$ cat src/rtl/core/lcdw_pkg.sv
// shared types, codes and constants for the lcd reading line writer
// used by the controller, the datapath and the top level
`timescale 1ns / 1ps

package lcdw_pkg;

    // operation codes carried on the input tuser
    localparam logic [1:0] OP_TEMP  = 2'd0;
    localparam logic [1:0] OP_HUM   = 2'd1;
    localparam logic [1:0] OP_BAT   = 2'd2;
    localparam logic [1:0] OP_CLEAR = 2'd3;

    // configuration register indexes
    localparam logic [1:0] CFG_TEMP_ADDR = 2'd0;
    localparam logic [1:0] CFG_HUM_ADDR  = 2'd1;
    localparam logic [1:0] CFG_BAT_ADDR  = 2'd2;

    // reset values of the line address registers
    localparam logic [7:0] TEMP_ADDR_RST = 8'h80;
    localparam logic [7:0] HUM_ADDR_RST  = 8'hA0;
    localparam logic [7:0] BAT_ADDR_RST  = 8'hC0;

    // start bytes of the serial link, the clear command and the degree sign
    localparam logic [7:0] START_CMD  = 8'hF8;
    localparam logic [7:0] START_DATA = 8'hFA;
    localparam logic [7:0] CMD_CLEAR  = 8'h01;
    localparam logic [7:0] CH_DEGREE  = 8'hDF;

    // character codes
    localparam logic [7:0] CH_SPACE   = 8'h20;
    localparam logic [7:0] CH_PERCENT = 8'h25;
    localparam logic [7:0] CH_DOT     = 8'h2E;
    localparam logic [7:0] CH_ZERO    = 8'h30;
    localparam logic [7:0] CH_COLON   = 8'h3A;
    localparam logic [7:0] CH_UP_T    = 8'h54;
    localparam logic [7:0] CH_UP_H    = 8'h48;
    localparam logic [7:0] CH_UP_B    = 8'h42;
    localparam logic [7:0] CH_E       = 8'h65;
    localparam logic [7:0] CH_M       = 8'h6D;
    localparam logic [7:0] CH_U       = 8'h75;
    localparam logic [7:0] CH_A       = 8'h61;
    localparam logic [7:0] CH_T       = 8'h74;

    // byte positions within one stream
    localparam int POS_W = 5;
    localparam logic [POS_W-1:0] POS_ADDR_LO    = 5'd2;
    localparam logic [POS_W-1:0] POS_DATA_START = 5'd3;
    localparam logic [POS_W-1:0] POS_LAST_LINE  = 5'd23;
    localparam logic [POS_W-1:0] POS_LAST_CLEAR = 5'd2;

    // decimal conversion: four divide-by-ten steps
    localparam int CONV_W = 3;
    localparam logic [CONV_W-1:0] CONV_STEPS = 3'd4;
    localparam logic [16:0] RECIP_10 = 17'd52429;
    localparam logic [15:0] TENS_LIMIT = 16'd1000;

    // controller to datapath commands
    typedef struct packed {
        logic             load;
        logic             div_step;
        logic             emit;
        logic             last;
        logic [POS_W-1:0] pos;
    } lcdw_cmd_t;

    // datapath to controller status
    typedef struct packed {
        logic is_clear;
    } lcdw_status_t;

    // bit order reversal of one byte
    function automatic logic [7:0] flip8(input logic [7:0] v);
        logic [7:0] r;
        for (int k = 0; k < 8; k++)
        begin
            r[7-k] = v[k];
        end
        return r;
    endfunction

endpackage

$ cat src/rtl/core/lcdw_ctrl.sv
// sequencer for the lcd reading line writer: byte position and conversion count
// depends on lcdw_pkg
`timescale 1ns / 1ps

module lcdw_ctrl
    import lcdw_pkg::*;
(
    input  logic         clk,
    input  logic         rst_n,
    input  logic         in_valid,
    output logic         in_ready,
    output logic         out_valid,
    input  logic         out_ready,
    input  lcdw_status_t status,
    output lcdw_cmd_t    cmd
);

    localparam logic ST_IDLE = 1'b0;
    localparam logic ST_SEND = 1'b1;

    logic              state_reg, state_next;
    logic [POS_W-1:0]  pos_reg, pos_next;
    logic [CONV_W-1:0] conv_reg, conv_next;
    logic              oval_reg, oval_next;
    logic              accept, emit, last;

    assign in_ready  = (state_reg == ST_IDLE);
    assign out_valid = oval_reg;
    assign accept    = in_valid && in_ready;

    // a byte is built whenever the output slot is free or being drained
    assign emit = (state_reg == ST_SEND) && (!oval_reg || out_ready);
    assign last = status.is_clear ? (pos_reg == POS_LAST_CLEAR)
                                  : (pos_reg == POS_LAST_LINE);

    assign cmd.load     = accept;
    assign cmd.div_step = (state_reg == ST_SEND) && (conv_reg != CONV_STEPS);
    assign cmd.emit     = emit;
    assign cmd.last     = last;
    assign cmd.pos      = pos_reg;

    // next state
    always_comb
    begin
        state_next = state_reg;
        pos_next   = pos_reg;
        conv_next  = conv_reg;
        oval_next  = oval_reg;
        if (cmd.div_step)
        begin
            conv_next = conv_reg + 1'b1;
        end
        if (emit)
        begin
            oval_next = 1'b1;
        end
        else if (out_ready)
        begin
            oval_next = 1'b0;
        end
        unique case (state_reg)
            ST_IDLE:
            begin
                if (accept)
                begin
                    state_next = ST_SEND;
                    pos_next   = '0;
                    conv_next  = '0;
                end
            end
            ST_SEND:
            begin
                if (emit)
                begin
                    pos_next = pos_reg + 1'b1;
                    if (last)
                    begin
                        state_next = ST_IDLE;
                    end
                end
            end
            default:
            begin
                state_next = ST_IDLE;
            end
        endcase
    end

    // control registers
    always_ff @(posedge clk or negedge rst_n)
    begin
        if (!rst_n)
        begin
            state_reg <= ST_IDLE;
            pos_reg   <= '0;
            conv_reg  <= CONV_STEPS;
            oval_reg  <= 1'b0;
        end
        else
        begin
            state_reg <= state_next;
            pos_reg   <= pos_next;
            conv_reg  <= conv_next;
            oval_reg  <= oval_next;
        end
    end

endmodule

$ cat src/rtl/core/lcdw_dp.sv
// datapath: line address registers, digit extraction and byte formatting
// depends on lcdw_pkg
`timescale 1ns / 1ps

module lcdw_dp
    import lcdw_pkg::*;
(
    input  logic         clk,
    input  logic         rst_n,
    input  logic         cfg_wr,
    input  logic [1:0]   cfg_index,
    input  logic [7:0]   cfg_data,
    input  logic [1:0]   operation,
    input  logic [15:0]  reading,
    input  lcdw_cmd_t    cmd,
    output lcdw_status_t status,
    output logic [7:0]   spi_byte,
    output logic         last
);

    logic [7:0]  temp_addr_reg, hum_addr_reg, bat_addr_reg;
    logic [1:0]  op_reg;
    logic        ge1000_reg;
    logic [15:0] x_reg;
    logic [3:0]  dig_reg [4];
    logic [7:0]  byte_reg;
    logic        last_reg;

    logic [32:0] prod;
    logic [13:0] quot;
    logic [16:0] quot10;
    logic [15:0] rem;
    logic [3:0]  char_idx;
    logic [4:0]  pos_m4;
    logic        low_half;
    logic [7:0]  ch, flipped, line_addr;
    logic [7:0]  ch_tens, ch_units, ch_tenths, ch_hund;

    assign status.is_clear = (op_reg == OP_CLEAR);
    assign spi_byte = byte_reg;
    assign last     = last_reg;

    // configuration writes; index three is not a register
    always_ff @(posedge clk or negedge rst_n)
    begin
        if (!rst_n)
        begin
            temp_addr_reg <= TEMP_ADDR_RST;
            hum_addr_reg  <= HUM_ADDR_RST;
            bat_addr_reg  <= BAT_ADDR_RST;
        end
        else if (cfg_wr)
        begin
            unique case (cfg_index)
                CFG_TEMP_ADDR: temp_addr_reg <= cfg_data;
                CFG_HUM_ADDR:  hum_addr_reg  <= cfg_data;
                CFG_BAT_ADDR:  bat_addr_reg  <= cfg_data;
                default:       ;
            endcase
        end
    end

    // divide by ten through the reciprocal, exact for 16-bit values
    assign prod   = x_reg * RECIP_10;
    assign quot   = prod[32:19];
    assign quot10 = {quot, 3'b000} + {2'b00, quot, 1'b0};
    assign rem    = x_reg - quot10[15:0];

    // item capture and digit shift line, hundredths end up in slot 0
    always_ff @(posedge clk)
    begin
        if (cmd.load)
        begin
            op_reg     <= operation;
            ge1000_reg <= (reading >= TENS_LIMIT);
            x_reg      <= reading;
        end
        else if (cmd.div_step)
        begin
            x_reg      <= {2'b00, quot};
            dig_reg[3] <= rem[3:0];
            dig_reg[2] <= dig_reg[3];
            dig_reg[1] <= dig_reg[2];
            dig_reg[0] <= dig_reg[1];
        end
    end

    assign ch_hund   = CH_ZERO + {4'h0, dig_reg[0]};
    assign ch_tenths = CH_ZERO + {4'h0, dig_reg[1]};
    assign ch_units  = CH_ZERO + {4'h0, dig_reg[2]};
    assign ch_tens   = ge1000_reg ? (CH_ZERO + {4'h0, dig_reg[3]}) : CH_SPACE;

    assign pos_m4   = cmd.pos - 5'd4;
    assign char_idx = pos_m4[4:1];

    // line address of the selected line
    always_comb
    begin
        unique case (op_reg)
            OP_TEMP: line_addr = temp_addr_reg;
            OP_HUM:  line_addr = hum_addr_reg;
            default: line_addr = bat_addr_reg;
        endcase
    end

    // character at the current position of the line text
    always_comb
    begin
        ch = CH_SPACE;
        if (op_reg == OP_TEMP)
        begin
            case (char_idx)
                4'd0:    ch = CH_UP_T;
                4'd1:    ch = CH_E;
                4'd2:    ch = CH_M;
                4'd3:    ch = CH_COLON;
                4'd4:    ch = ch_tens;
                4'd5:    ch = ch_units;
                4'd6:    ch = CH_DOT;
                4'd7:    ch = ch_tenths;
                4'd8:    ch = ch_hund;
                default: ch = CH_DEGREE;
            endcase
        end
        else
        begin
            case (char_idx)
                4'd0:    ch = (op_reg == OP_HUM) ? CH_UP_H : CH_UP_B;
                4'd1:    ch = (op_reg == OP_HUM) ? CH_U : CH_A;
                4'd2:    ch = (op_reg == OP_HUM) ? CH_M : CH_T;
                4'd3:    ch = CH_COLON;
                4'd4:    ch = CH_SPACE;
                4'd5:    ch = ch_tens;
                4'd6:    ch = ch_units;
                4'd7:    ch = CH_DOT;
                4'd8:    ch = ch_tenths;
                default: ch = CH_PERCENT;
            endcase
        end
        // command byte of the header
        if (cmd.pos < POS_DATA_START)
        begin
            ch = status.is_clear ? CMD_CLEAR : line_addr;
        end
    end

    // nibble split of the reversed character
    assign low_half = (cmd.pos > POS_DATA_START) ? cmd.pos[0] : (cmd.pos == POS_ADDR_LO);
    assign flipped  = flip8(ch);

    // output byte register
    always_ff @(posedge clk)
    begin
        if (cmd.emit)
        begin
            last_reg <= cmd.last;
            if (cmd.pos == '0)
            begin
                byte_reg <= START_CMD;
            end
            else if (cmd.pos == POS_DATA_START && !status.is_clear)
            begin
                byte_reg <= START_DATA;
            end
            else if (low_half)
            begin
                byte_reg <= {flipped[3:0], 4'h0};
            end
            else
            begin
                byte_reg <= {flipped[7:4], 4'h0};
            end
        end
    end

endmodule

$ cat src/rtl/core/lcd_reading_line_writer_top.sv
// top level of the lcd reading line writer
// depends on lcdw_pkg, lcdw_ctrl and lcdw_dp
`timescale 1ns / 1ps

// Formats one reading (in hundredths) as a line for a serial-mode character
// display and streams out the bytes, one per cycle while the sink is ready.
// A line write gives 24 bytes (0xF8, line address, 0xFA, label and value);
// a clear gives 3 bytes; the final byte carries tlast. The input side stays
// busy while an item is sent, output stalls included, and takes no new item
// before that: an item is accepted, then the byte position counter walks the
// stream, one byte a cycle while the sink is ready; the four decimal digits
// come from a divide-by-ten unit that runs one step a cycle alongside the
// header bytes. A new item is taken as soon as the last byte sits in the
// output register. Line addresses are written over the cfg port (index 0
// temperature, 1 humidity, 2 battery; index 3 is ignored).

module lcd_reading_line_writer_top
    import lcdw_pkg::*;
(
    input  logic        clk,
    input  logic        rst_n,
    input  logic        s_tvalid,
    output logic        s_tready,
    input  logic [15:0] s_tdata,   // [15:0] reading
    input  logic [1:0]  s_tuser,   // [1:0] operation
    output logic        m_tvalid,
    input  logic        m_tready,
    output logic [7:0]  m_tdata,   // [7:0] spi_byte
    output logic        m_tlast,
    input  logic        cfg_valid,
    output logic        cfg_ready,
    input  logic [1:0]  cfg_index,
    input  logic [7:0]  cfg_data
);

    lcdw_cmd_t    cmd;
    lcdw_status_t status;

    assign cfg_ready = 1'b1;

    // sequencer
    lcdw_ctrl u_ctrl
    (
        .clk       (clk),
        .rst_n     (rst_n),
        .in_valid  (s_tvalid),
        .in_ready  (s_tready),
        .out_valid (m_tvalid),
        .out_ready (m_tready),
        .status    (status),
        .cmd       (cmd)
    );

    // datapath
    lcdw_dp u_dp
    (
        .clk       (clk),
        .rst_n     (rst_n),
        .cfg_wr    (cfg_valid && cfg_ready),
        .cfg_index (cfg_index),
        .cfg_data  (cfg_data),
        .operation (s_tuser),
        .reading   (s_tdata),
        .cmd       (cmd),
        .status    (status),
        .spi_byte  (m_tdata),
        .last      (m_tlast)
    );

`ifndef ASSERT_OFF
    // conversion starts the cycle after an item is taken
    assert property (@(posedge clk) disable iff (!rst_n)
        (s_tvalid && s_tready) |=> cmd.div_step)
    else $error("digit conversion did not start after accept");

    // digits are settled before the value part of a line is formatted
    assert property (@(posedge clk) disable iff (!rst_n)
        (cmd.emit && cmd.pos > POS_DATA_START && !status.is_clear) |-> !cmd.div_step)
    else $error("value byte formatted while conversion still running");

    // the block is free again right after the final byte is loaded
    assert property (@(posedge clk) disable iff (!rst_n)
        (cmd.emit && cmd.last) |=> (s_tready && m_tvalid && m_tlast))
    else $error("final byte not followed by a free input side");

    // every stream opens with the command start byte
    assert property (@(posedge clk) disable iff (!rst_n)
        (cmd.emit && cmd.pos == '0) |=> (m_tdata == START_CMD && !m_tlast))
    else $error("stream did not open with the command start byte");
`endif

endmodule
$ cat config.mk
export PLATFORM = sky130hd
export DESIGN_NAME = lcd_reading_line_writer_top
export DESIGN_NICKNAME = d
export VERILOG_FILES = /design/src/rtl/core/lcdw_pkg.sv /design/src/rtl/core/lcdw_ctrl.sv /design/src/rtl/core/lcdw_dp.sv /design/src/rtl/core/lcd_reading_line_writer_top.sv
export SDC_FILE = /design/constraint.sdc
export NUM_CORES = 1
export LEC_CHECK = 0
export BUFFER_PORTS_ARGS = -buffer_cell sky130_fd_sc_hd__buf_2
export CAP_MARGIN = 25
export CORE_MARGIN = 5
export CORE_UTILIZATION = 64
export DETAILED_ROUTE_END_ITERATION = 8
export PLACE_DENSITY = 0.8
export SLEW_MARGIN = 40
export SYNTH_ARGS = -nofsm -noshare
export SYNTH_HDL_FRONTEND = slang
export SYNTH_HIERARCHICAL = 1
export SYNTH_SLANG_ARGS = --single-unit
$ cat constraint.sdc
create_clock -name clk -period 6.8 [get_ports clk]
set_input_delay 0 -clock clk [delete_from_list [all_inputs] [get_ports clk]]
set_output_delay 0 -clock clk [all_outputs]
set_load 0.01 [all_outputs]
==> flow_summary.json <==
{
  "area_growth_syn_to_layout_pct": 10.0,
  "hold_violations": 0,
  "async_flop_share_pct": 44.7,
  "slew_headroom_pct": 50.8,
  "rsz0062_at_grt": "no",
  "globalRouteOverflowTotal": 0,
  "cts_tree": "done",
  "drv_cap": 0,
  "syn_avg_cell_area_um2": 10.3,
  "cts_setup_buffers": 0,
  "final_util_pct": 71.6,
  "cp-start-kind": "flop",
  "core_area_um2": 13200,
  "grt_max_degree": 37,
  "crit_type": "reg2reg",
  "layout_commonest_cell": "inv_1",
  "hp-class": "in2reg",
  "syn_area_um2": 8580,
  "diodes": 0,
  "synth_top_area_share_pct": 20.1,
  "ys_seq_area_share_pct": 24.7,
  "die_y_um": 126,
  "die_x_um": 126,
  "layout-drive-gt1-share_pct": 13.7,
  "gp_congestion": 0.990,
  "pin_count": 45,
  "ys_top_cells_by_area": "ha_1, fa_1, edfxtp_1, dfrtp_1, inv_1",
  "setup_violations": 0,
  "crit_path_end_kind": "flop",
  "grt.total_usage_pct": 26.1,
  "cts.path.max_buffers": 2,
  "synth_seq_cells": 76,
  "start_util_pct": 65.0,
  "ant_nets": 0,
  "wl_um": 19900,
  "drtPass1Iterations": 6,
  "antenna_found_initial": 0,
  "fin_worst_skew_ps": 9.14,
  "fmax_ghz": 0.164,
  "port-buffer-count": 41,
  "grt_pass1_vias": 6515,
  "wl_per_cell_um": 18.7,
  "cts.sinks": 76,
  "status": "completed",
  "place_ws_ps": 685,
  "cts_root_buf": "clkbuf_16",
  "period_minus_slack_ps": 6110,
  "vias_per_cell": 5.84,
  "grt_pass1_wl_um": 33000,
  "slew_violations": 0,
  "synth_area_leader_cell": "ha_1",
  "ys_types": 78,
  "nets": 1135,
  "setup_slack_ps": 694,
  "synthCells": 831,
  "cts_max_level": 3,
  "synth_edf_count": 42,
  "setup_tns_ps": 0,
  "worstMarginPinSlew_ps": 734,
  "critPathRequiredTime_ps": 6880,
  "insertion_delay_ps": 340,
  "ys_warn_count": 6,
  "dr.first_iter.drc_count": 681,
  "dp_hpwl_um": 16000,
  "fin_crit_sh_pct": 89.8,
  "cts_made_buffers": 9,
  "drc_errors": 0,
  "most-common-layout-cells": "inv_1, ha_1, fa_1",
  "die_area_um2": 15800,
  "num_rows": 42,
  "cp_data_arrival_time_ps": 6190,
  "synth_ff_type": "edfxtp_1",
  "cp_max_fo": 5,
  "clk_pin_slew_ps": 60,
  "dr_total_vias": 6223
}
synthesized netlist by cell type, types with 3 or more instances:
| cell | n |
|---|---|
| o211ai_1 | 5 |
| nand3_1 | 14 |
| edfxtp_1 | 42 |
| buf_4 | 7 |
| nor2b_1 | 9 |
| a21o_1 | 10 |
| mux2i_1 | 11 |
| nor2_1 | 27 |
| o22ai_1 | 5 |
| dfrtp_1 | 28 |
| nand2_1 | 43 |
| o21a_1 | 3 |
| mux2_2 | 25 |
| a211oi_1 | 9 |
| fa_1 | 80 |
| xnor2_1 | 11 |
| a211o_1 | 3 |
| o21ai_0 | 22 |
| o21ai_1 | 10 |
| and2_1 | 4 |
| nor3_1 | 11 |
| dfstp_2 | 6 |
| inv_1 | 167 |
| nand2b_1 | 6 |
| a21oi_1 | 32 |
| nand4_1 | 4 |
| buf_2 | 8 |
| a31oi_1 | 7 |
| or2_2 | 3 |
| clkbuf_1 | 8 |
| ha_1 | 138 |
| xor2_1 | 9 |
| o31ai_1 | 6 |
timing repair:
action | CTS | global route
hold buffers | 23 | 0
gates resized for setup | 0 | 0
endpoints found under the setup margin | 0 | 0
hold endpoints to repair | 65 | 0
layout make-up:
class | instances | area (um^2)
Tap cell | 176 | 220
Clock inverter | 6 | 52.6
Clock buffer | 10 | 250
Fill cell | 955 | 3750
Inverter | 169 | 634
Timing Repair Buffer | 67 | 460
Sequential cell | 76 | 2120
Multi-Input combinational cell | 561 | 5700
worst max-delay path: stages, from the launching register on:
cell and delay (ps):
edfxtp_1 480, ha_1 410, inv_1 80, fa_1 540, inv_1 60, fa_1 520
fa_1 540, fa_1 570, inv_1 60, fa_1 520, inv_1 40, ha_1 340
nand4_1 200, o41a_1 450, xnor2_1 300, ha_1 320, a21oi_1 170, xnor2_1 160
xnor2_1 80
layer usage:
layer	global-route usage, %	vias up	routed length [um]
met5	0	-	0
met4	6.56	0	501
met3	4.61	48	1240
met2	43.1	207	9590
met1	36.2	3050	8600
li1	-	2918	-
kinds of logic after synthesis:
logic type | share of synthesized area, %
buffers and inverters | 9.13
flip-flops | 24.7
AND/OR/NAND/NOR | 8.12
AO/OA/AOI/OAI | 12.0
other | 0.0875
XOR/XNOR | 2.23
multiplexers | 4.96
adder cells (fa/ha/maj) | 38.8
metrics by stage:
stage | hold slack, ps | cell area, um^2 | std cells
detailed placement | 113 | 8900 | 1026
global placement | 95.3 | 8880 | 1026
floorplan | -296 | 8580 | 832
CTS | 0.326 | 9440 | 1065
global route | 7.76 | 9440 | 1065
finish | 7.21 | 9440 | 1065
final timing paths:
kind | startpoint | to | slack, ps | depth (start not counted)
setup / recovery | u_dp/x_reg[6] | u_dp/dig_reg[3][3] | 690 | 18
hold / removal | s_tdata[3] | u_dp/x_reg[3] | 7 | 3
setup reg to reg | u_dp/x_reg[6] | u_dp/dig_reg[3][3] | 690 | 18
hold reg to reg | u_dp/dig_reg[3][2] | u_dp/dig_reg[2][2] | 460 | 0
max in group asynchronous | rst_n | u_dp/bat_addr_reg[7] | 6290 | 2
min in group asynchronous | rst_n | u_ctrl/pos_reg[1] | 160 | 2
Power is not shown: default switching activity piles up to over one toggle a cycle in this logic, so the estimate is an artifact.
